### config.mk
export PLATFORM = sky130hd
export DESIGN_NAME = rmj_div
export DESIGN_NICKNAME = d
export VERILOG_FILES = /design/src/rtl/core/rmj_pkg.sv /design/src/rtl/core/rmj_div.sv
export SDC_FILE = /design/constraint.sdc
export NUM_CORES = 2
export LEC_CHECK = 0
export BUFFER_PORTS_ARGS = -buffer_cell sky130_fd_sc_hd__buf_2
export CAP_MARGIN = 40
export CORE_ASPECT_RATIO = 0.7
export CORE_UTILIZATION = 35
export DETAILED_ROUTE_END_ITERATION = 7
export HOLD_SLACK_MARGIN = 0.05
export PLACE_DENSITY_LB_ADDON = 0.2
export RECOVER_POWER = 100
export SLEW_MARGIN = 30
export SYNTH_ARGS = -nofsm -noshare
export SYNTH_HDL_FRONTEND = slang
export SYNTH_SLANG_ARGS = --single-unit
### constraint.sdc
create_clock -name clk -period 5.31 [get_ports clk]
set_input_delay 1.062 -clock clk [delete_from_list [all_inputs] [get_ports clk]]
set_output_delay 1.062 -clock clk [all_outputs]
set_load 0.1 [all_outputs]
### src/rtl/core/rmj_pkg.sv
// rmj_pkg: payload structs, pipeline sideband structs and quotient helpers
// for the radar measurement jacobian pipeline; depends on nothing
package rmj_pkg;

	localparam int DATA_W = 32;
	localparam int QUO_W  = 31;
	localparam int WIDE_W = 64;
	localparam int PROD_W = 96;

	typedef struct packed {
		logic signed [DATA_W-1:0] pos_x;
		logic signed [DATA_W-1:0] pos_y;
		logic signed [DATA_W-1:0] vel_x;
		logic signed [DATA_W-1:0] vel_y;
	} state_t;

	typedef struct packed {
		logic signed [DATA_W-1:0] range_d_px;
		logic signed [DATA_W-1:0] range_d_py;
		logic signed [DATA_W-1:0] bearing_d_px;
		logic signed [DATA_W-1:0] bearing_d_py;
		logic signed [DATA_W-1:0] rate_d_px;
		logic signed [DATA_W-1:0] rate_d_py;
		logic signed [DATA_W-1:0] rate_d_vx;
		logic signed [DATA_W-1:0] rate_d_vy;
		logic                     near_zero;
	} jac_t;

	// unsaturated quotient: sign, overflow (magnitude 2^31 or more) and low bits
	typedef struct packed {
		logic             neg;
		logic             ovf;
		logic [QUO_W-1:0] q;
	} quo_t;

	// carried alongside the square root
	typedef struct packed {
		logic              near;
		logic              pneg;
		logic              qneg;
		logic [DATA_W-1:0] ap;
		logic [DATA_W-1:0] aq;
		logic [WIDE_W-1:0] c1;
		logic [WIDE_W-1:0] ad;
		logic              dneg;
	} geo_t;

	// carried alongside the wide multiply
	typedef struct packed {
		logic              near;
		quo_t              e0;
		quo_t              e1;
		quo_t              e2;
		quo_t              e3;
		logic [WIDE_W-1:0] c1;
		logic              neg5;
	} mid_t;

	// carried alongside the range-rate divide
	typedef struct packed {
		logic near;
		quo_t e0;
		quo_t e1;
		quo_t e2;
		quo_t e3;
		logic neg5;
	} fin_t;

	function automatic logic [DATA_W-1:0] quo_mag(quo_t v);
		logic [DATA_W-1:0] m;
		if (v.ovf) begin
			m = v.neg ? {1'b1, {(DATA_W-1){1'b0}}} : {1'b0, {(DATA_W-1){1'b1}}};
		end else begin
			m = {1'b0, v.q};
		end
		return m;
	endfunction

	function automatic logic quo_is_neg(quo_t v);
		return v.neg && (v.ovf || (v.q != '0));
	endfunction

	function automatic logic signed [DATA_W-1:0] quo_sat(quo_t v);
		logic [DATA_W-1:0] m;
		m = quo_mag(v);
		return $signed(v.neg ? (~m + {{(DATA_W-1){1'b0}}, 1'b1}) : m);
	endfunction

endpackage

### src/rtl/core/rmj_div.sv
// rmj_div: pipelined restoring divider, overflow check then one quotient bit
// a stage, sideband travels with each transaction; uses rmj_pkg
module rmj_div #(
	parameter int NW = 48,
	parameter int DW = 32,
	parameter int SW = 1
) (
	input  logic                       clk,
	input  logic                       arst_n,
	input  logic                       en,
	input  logic                       in_valid,
	input  logic [NW-1:0]              num,
	input  logic [DW-1:0]              den,
	input  logic [SW-1:0]              in_side,
	output logic                       out_valid,
	output logic                       out_ovf,
	output logic [rmj_pkg::QUO_W-1:0]  out_q,
	output logic [SW-1:0]              out_side
);

	localparam int QW = rmj_pkg::QUO_W;
	localparam int CW = (NW > DW + QW) ? NW : DW + QW;
	localparam int NS = QW + 1;

	logic          vld_s  [NS];
	logic [NW-1:0] rem_s  [NS];
	logic [DW-1:0] den_s  [NS];
	logic [QW-1:0] q_s    [NS];
	logic          ovf_s  [NS];
	logic [SW-1:0] side_s [NS];

	// quotient of 2^31 or more saturates downstream
	logic ovf0;
	assign ovf0 = (CW'(num) >> QW) >= CW'(den);

	always_ff @(posedge clk or negedge arst_n) begin
		if (!arst_n) begin
			vld_s[0] <= 1'b0;
		end else if (en) begin
			vld_s[0] <= in_valid;
		end
	end

	always_ff @(posedge clk) begin
		if (en) begin
			rem_s[0]  <= num;
			den_s[0]  <= den;
			q_s[0]    <= '0;
			ovf_s[0]  <= ovf0;
			side_s[0] <= in_side;
		end
	end

	for (genvar k = 1; k < NS; k++) begin : g_stage
		localparam int BIT = QW - k;
		logic [CW-1:0] trial;
		logic [CW-1:0] rem_x;
		logic          ge;

		always_comb begin
			trial = CW'(den_s[k-1]) << BIT;
			rem_x = CW'(rem_s[k-1]);
			ge    = rem_x >= trial;
		end

		always_ff @(posedge clk or negedge arst_n) begin
			if (!arst_n) begin
				vld_s[k] <= 1'b0;
			end else if (en) begin
				vld_s[k] <= vld_s[k-1];
			end
		end

		always_ff @(posedge clk) begin
			if (en) begin
				rem_s[k]  <= ge ? NW'(rem_x - trial) : rem_s[k-1];
				den_s[k]  <= den_s[k-1];
				q_s[k]    <= q_s[k-1] | (QW'(ge) << BIT);
				ovf_s[k]  <= ovf_s[k-1];
				side_s[k] <= side_s[k-1];
			end
		end
	end

	assign out_valid = vld_s[NS-1];
	assign out_ovf   = ovf_s[NS-1];
	assign out_q     = q_s[NS-1];
	assign out_side  = side_s[NS-1];

endmodule

Word-level counts from Yosys, hierarchy flattened --
Memory sizes are Yosys's and may differ from the RTL's. Index checks and enable logic that the tools add are counted.
Storage, ports and cells: flip-flop bits (word level) 32, memory bits (writable) 3616, output and inout port bits 34, word-level logic and storage cells 164, memories 5
Operators by class: $add $sub $neg 31, magnitude comparators 32, mux-type cells 33, bitwise gates (word level) 31
Memory list:
- rem_s | depth 32, bits a word 48, read ports 31, clocked after Yosys merged registers in 0, wr ports 32, line rmj_div.sv:26 | logic [NW-1:0] rem_s [NS];
- den_s | depth 32, bits a word 32, read ports 31, clocked after Yosys merged registers in 0, wr ports 32, line rmj_div.sv:27 | logic [DW-1:0] den_s [NS];
- q_s | depth 32, bits a word 31, read ports 32, clocked after Yosys merged registers in 0, wr ports 32, line rmj_div.sv:28 | logic [QW-1:0] q_s [NS];
- ovf_s | depth 32, bits a word 1, read ports 32, clocked after Yosys merged registers in 0, wr ports 32, line rmj_div.sv:29 | logic ovf_s [NS];
- side_s | depth 32, bits a word 1, read ports 32, clocked after Yosys merged registers in 0, wr ports 32, line rmj_div.sv:30 | logic [SW-1:0] side_s [NS];
Operators with widths (number):
- $mux W48 | 31
- $sub A48 B48 Y48 | 15
- $ge A48 B62 Y1 | 1
- $ge A48 B61 Y1 | 1
- $ge A48 B60 Y1 | 1
- $ge A48 B59 Y1 | 1
- $ge A48 B58 Y1 | 1
- $ge A48 B57 Y1 | 1
- $ge A48 B56 Y1 | 1
- $ge A48 B55 Y1 | 1
- $ge A48 B54 Y1 | 1
- $ge A48 B53 Y1 | 1
- $ge A48 B52 Y1 | 1
- $ge A48 B51 Y1 | 1
- $ge A48 B50 Y1 | 1
- $ge A48 B49 Y1 | 1
- $ge A48 B32 Y1 | 1
- $ge A48 B33 Y1 | 1
- $ge A48 B34 Y1 | 1
- $ge A48 B35 Y1 | 1
- $ge A48 B36 Y1 | 1
- $ge A48 B37 Y1 | 1
- $ge A48 B38 Y1 | 1
- $ge A48 B39 Y1 | 1
- other kinds (58) | 59

Logic depth before layout (Yosys ltp) --
An unclocked memory read counts as a cell.
depth after elaboration 3, depth in mapped cells 19, gate-level depth less buffers 17

Worst setup path before layout --
Ideal clock, no wire load.
path type register to register, start point memory rem_s[28][2], end point memory rem_s[29][38] (data pin), setup time 0.260 ns, arrival time 3.311 ns, path slack 1.740 ns, cell stages (with the launch flop) 17, clock period less this slack 3.570 ns, cells stage by stage edfxtp_1 inv_1 ha_1 inv_1 fa_1 a21o_1 a21oi_2 o21ai_2 o21ba_1 o41a_1 o311ai_2 a21bo_1 a21boi_2 o41ai_4 nor2_2 and4bb_1 xor2_1
RTL lines (line):
- start, declared | rmj_div.sv:26

==> qor.csv <==
metric,value,unit
DIE WIDTH,790,microns
"slowest stage delay, CP",0.91,ns
Core Rows,202,
Yosys cell types,119,
CP dominant cell by count,a21oi_1,
highest clock rate,195,MHz
Slew @ Worst Pin,3.76,ns
relative slew slack,-1.51,
number of max-cap violations,7,
Max Slew Vio Count,359,
CTS tree,done,
Layout Nets,13600,
Final period util,0.968,
number of flops mapped to enable cells by yosys,3040,
area delta synth->final,12.1,%
setup bufs post-CTS,0,
status,"complete, but fails checks",
"Largest delay share family, worst path",compound AO/OA/AOI/OAI gates,
CP Data Required Time,5.96,ns
Detailed Routing Iterations Pass 1,8,
Final Setup Violations,0,
GPL Wtd Cong,0.911,
Via density,5.04,
Initial Util,0.352,
CP endpoint kind,register,
Seq cells post-synth,3072,
clock sinks,3072,
critical path class,reg -> reg,
Main synth FF type,edfxtp_1,
drt wl/cell,19.8,microns
Routed WL,371,mm
Setup Skew,0.0888,ns
"FFs w/ async S/R, synth",0.0104,
maximum buffer depth of the clock tree,4,
total track usage,0.164,
Die ar.,437000,sq um
CP bufs+invs,2,
clk slew on worst S/H paths,0.06,ns
Mapped Cells,12300,
Hold Path Class,in -> reg,
Clock Latency Late Sink,0.98,ns
Post-Layout Cell Count,18700,
failing checks,"DRC, capacitance limit, slew limit",
DR vias,94200,
final hold vios,0,
xor and xnor area share after synthesis,0.0488,
vias in the first global route,86900,
DRT iter0 DRCs,9078,
RSZ-0062 raised after global routing,no,
Worst setup SP type,register,
Root Buffer,clkbuf_16,
placed cells,18100,
leakage power,66.0,nW
Worst Path Arrival,5.79,ns
worst-path cell chain,inv_1 -> ha_1 -> fa_1 -> nor2b_1 -> o21ai_0 -> a21oi_1 -> nor3_1 -> o31a_1 -> o31ai_1 -> a21oi_1 -> o31ai_4 -> clkbuf_2 -> mux2_2,
"antenna viol nets, final",0,
IO Pins,119,
"Seq/Total Area, Yosys",0.606,
Residual DRC,8,
maximum VDD drop,270,uV
DPL Wire Length,280,mm
Synth Area in Compound Gates,0.122,
maximum number of pins on one net before global-route repair,132,
warnings from Yosys,0,
I/O Buffers,118,
combinational family with the most area after synthesis,compound AO/OA/AOI/OAI gates,
fin crit period,5.14,ns
chip height,553,microns
initial antenna violation count,28,
cell area after synthesis,152000,sq um
Mean Syn Cell Area,12.4,sq um
CP Max Fanout,48,
slowest cell on the critical path,clkbuf_2,
post-synthesis simple-gate area fraction,0.0879,
mux contribution to synthesized area,0.0203,
share of post-route cells with drive strength above 1,0.0720,
Setup TNS,0,ns
adder-cell share of the synthesized area,0.0783,
Core Box Area,432000,sq um
grt ovf,0,
cts bufs inserted,329,
global-route wire length before repair,556,mm
H-Tree Depth,5,
Mapped Nets,13300,
PD cells,476,nW/um^2
## stage by stage
| step | total power, W | setup slack, ns | instance area [sq um] | hold slack (ns) | util |
|---|---|---|---|---|---|
| after detailed placement | 0.0578 | 0.348 | 160000 | 0.405 | 0.371 |
| after global routing | 0.0858 | 0.0774 | 170000 | 0.180 | 0.394 |
| after global placement | 0.0578 | 0.310 | 160000 | 0.400 | 0.371 |
| after floorplan | 0.0506 | 1.74 | 152000 | 0.400 | - |
| final | 0.0812 | 0.169 | 170000 | 0.257 | 0.394 |
| after CTS | 0.0816 | 0.313 | 171000 | 0.0912 | 0.396 |
## cell usage after synthesis, types with 21 or more instances
cell type,n,share of area
edfxtp_1,3040,0.60
inv_1,1142,0.028
nand2_1,985,0.024
ha_1,904,0.074
a21oi_1,866,0.029
o21ai_0,827,0.027
nor2_1,504,0.012
a21o_1,503,0.025
xnor2_1,484,0.028
xor2_1,363,0.021
mux2_2,217,0.016
clkbuf_1,194,0.0048
nor3_1,179,0.0059
nand3_1,163,0.0054
nand2b_1,154,0.0063
nor4_1,153,0.0063
nand4_1,148,0.0061
nor2b_1,139,0.0057
o21bai_1,101,0.0050
o21a_1,85,0.0042
a31oi_1,76,0.0031
and3_1,71,0.0029
o31ai_1,54,0.0027
a211oi_1,49,0.0024
or3_1,40,0.0016
buf_4,39,0.0019
or4_1,38,0.0019
o211ai_1,37,0.0018
a21boi_0,35,0.0017
buf_2,35,0.0012
nand4b_1,33,0.0019
o21ai_1,33,0.0011
dfrtp_1,32,0.0053
or2_2,32,0.0013
fa_1,30,0.0039
and2_1,24,0.00099
mux2i_1,23,0.0015
a211o_1,21,0.0012
## repair_timing
item | in CTS | in global routing
hold buffers | 0 | 1
setup endpoints to repair | 0 | 19
endpoints found under the hold margin | 0 | 4
resized for setup | 0 | 1
## final timing paths
check / cells after the start / slack, ns / start / endpoint
min in group asynchronous: 2 / 0.76 / arst_n / vld_s[8]$_DFFE_PN0P_
setup / recovery: 13 / 0.17 / rem_s[26][4]$_DFFE_PP_ / rem_s[27][10]$_DFFE_PP_
max in group asynchronous: 3 / 2.90 / arst_n / vld_s[24]$_DFFE_PN0P_
hold reg to reg: 0 / 0.37 / q_s[1][59]$_DFFE_PP_ / q_s[1][90]$_DFFE_PP_
hold / removal: 1 / 0.26 / num[19] / rem_s[0][19]$_DFFE_PP_
setup reg to reg: 13 / 0.17 / rem_s[26][4]$_DFFE_PP_ / rem_s[27][10]$_DFFE_PP_
## kinds of logic after synthesis
| group | after synthesis |
|---|---|
| AOI/OAI and AO/OA | 2973 |
| xor gates and xnor gates | 847 |
| adders and majority gates | 934 |
| buffers and inverters | 1430 |
| DFF | 3072 |
| muxes | 271 |
| and+or+nand+nor | 2742 |
## report_power, final
group / internal, W / switching, W / total [W]
logic: 0.00962 / 0.0140 / 0.0236
registers: 0.0316 / 0.00267 / 0.0343
clock network: 0.0134 / 0.0100 / 0.0234
total: 0.0546 / 0.0267 / 0.0812
## state kept, by name (all words and copies together), names as in the netlist
| signal | count |
|---|---|
| out_valid | 1 |
| rem_s | 1488 |
| q_s | 496 |
| vld_s | 31 |
| den_s | 992 |
| side_s | 32 |
| ovf_s | 32 |
## per-layer routing
| metal | wire length, microns | GRT usage | up-vias |
|---|---|---|---|
| li1 | - | - | 46100 |
| met1 | 198000 | 0.272 | 45100 |
| met2 | 134000 | 0.205 | 2581 |
| met3 | 31400 | 0.0458 | 450 |
| met4 | 7200 | 0.0336 | 10 |
| met5 | 496 | 0.00699 | - |
## worst reg2reg max path, cell delays in order, from the launching register on
cell      delay, ns
edfxtp_1       0.35
inv_1          0.05
ha_1           0.21
fa_1           0.42
nor2b_1        0.12
o21ai_0        0.16
a21oi_1        0.32
nor3_1         0.15
o31a_1         0.15
o31ai_1        0.60
a21oi_1        0.40
o31ai_4        0.55
clkbuf_2       0.91
mux2_2         0.49
## layout make-up
cell class                      instances  area [sq um]
Antenna cell                            3          7.51
Clock inverter                        199          2220
Multi-Input combinational cell       7767         54300
Sequential cell                      3072         92100
Tap cell                             5814          7270
Inverter                             1145          4300
Clock buffer                          401          8640
Fill cell                           41100        262000
Timing Repair Buffer                  283          1690
## cell usage in the layout (no fill, tap or decap), types with 49 or more instances in the layout
cell | Yosys | layout
a211oi_1 | 49 | 49
a21o_1 | 503 | 503
a21oi_1 | 866 | 869
a31oi_1 | 76 | 75
and3_1 | 71 | 71
clkbuf_1 | 194 | 207
clkbuf_16 | 0 | 332
clkinv_1 | 1 | 69
edfxtp_1 | 3040 | 3040
ha_1 | 904 | 904
inv_1 | 1142 | 1142
mux2_2 | 217 | 202
nand2_1 | 985 | 985
nand2b_1 | 154 | 154
nand3_1 | 163 | 163
nand4_1 | 148 | 148
nor2_1 | 504 | 504
nor2b_1 | 139 | 139
nor3_1 | 179 | 179
nor4_1 | 153 | 148
o21a_1 | 85 | 85
o21ai_0 | 827 | 846
o21bai_1 | 101 | 101
o31ai_1 | 54 | 54
xnor2_1 | 484 | 484
xor2_1 | 363 | 363
No activity file was read; power rests on OpenSTA's default activity.
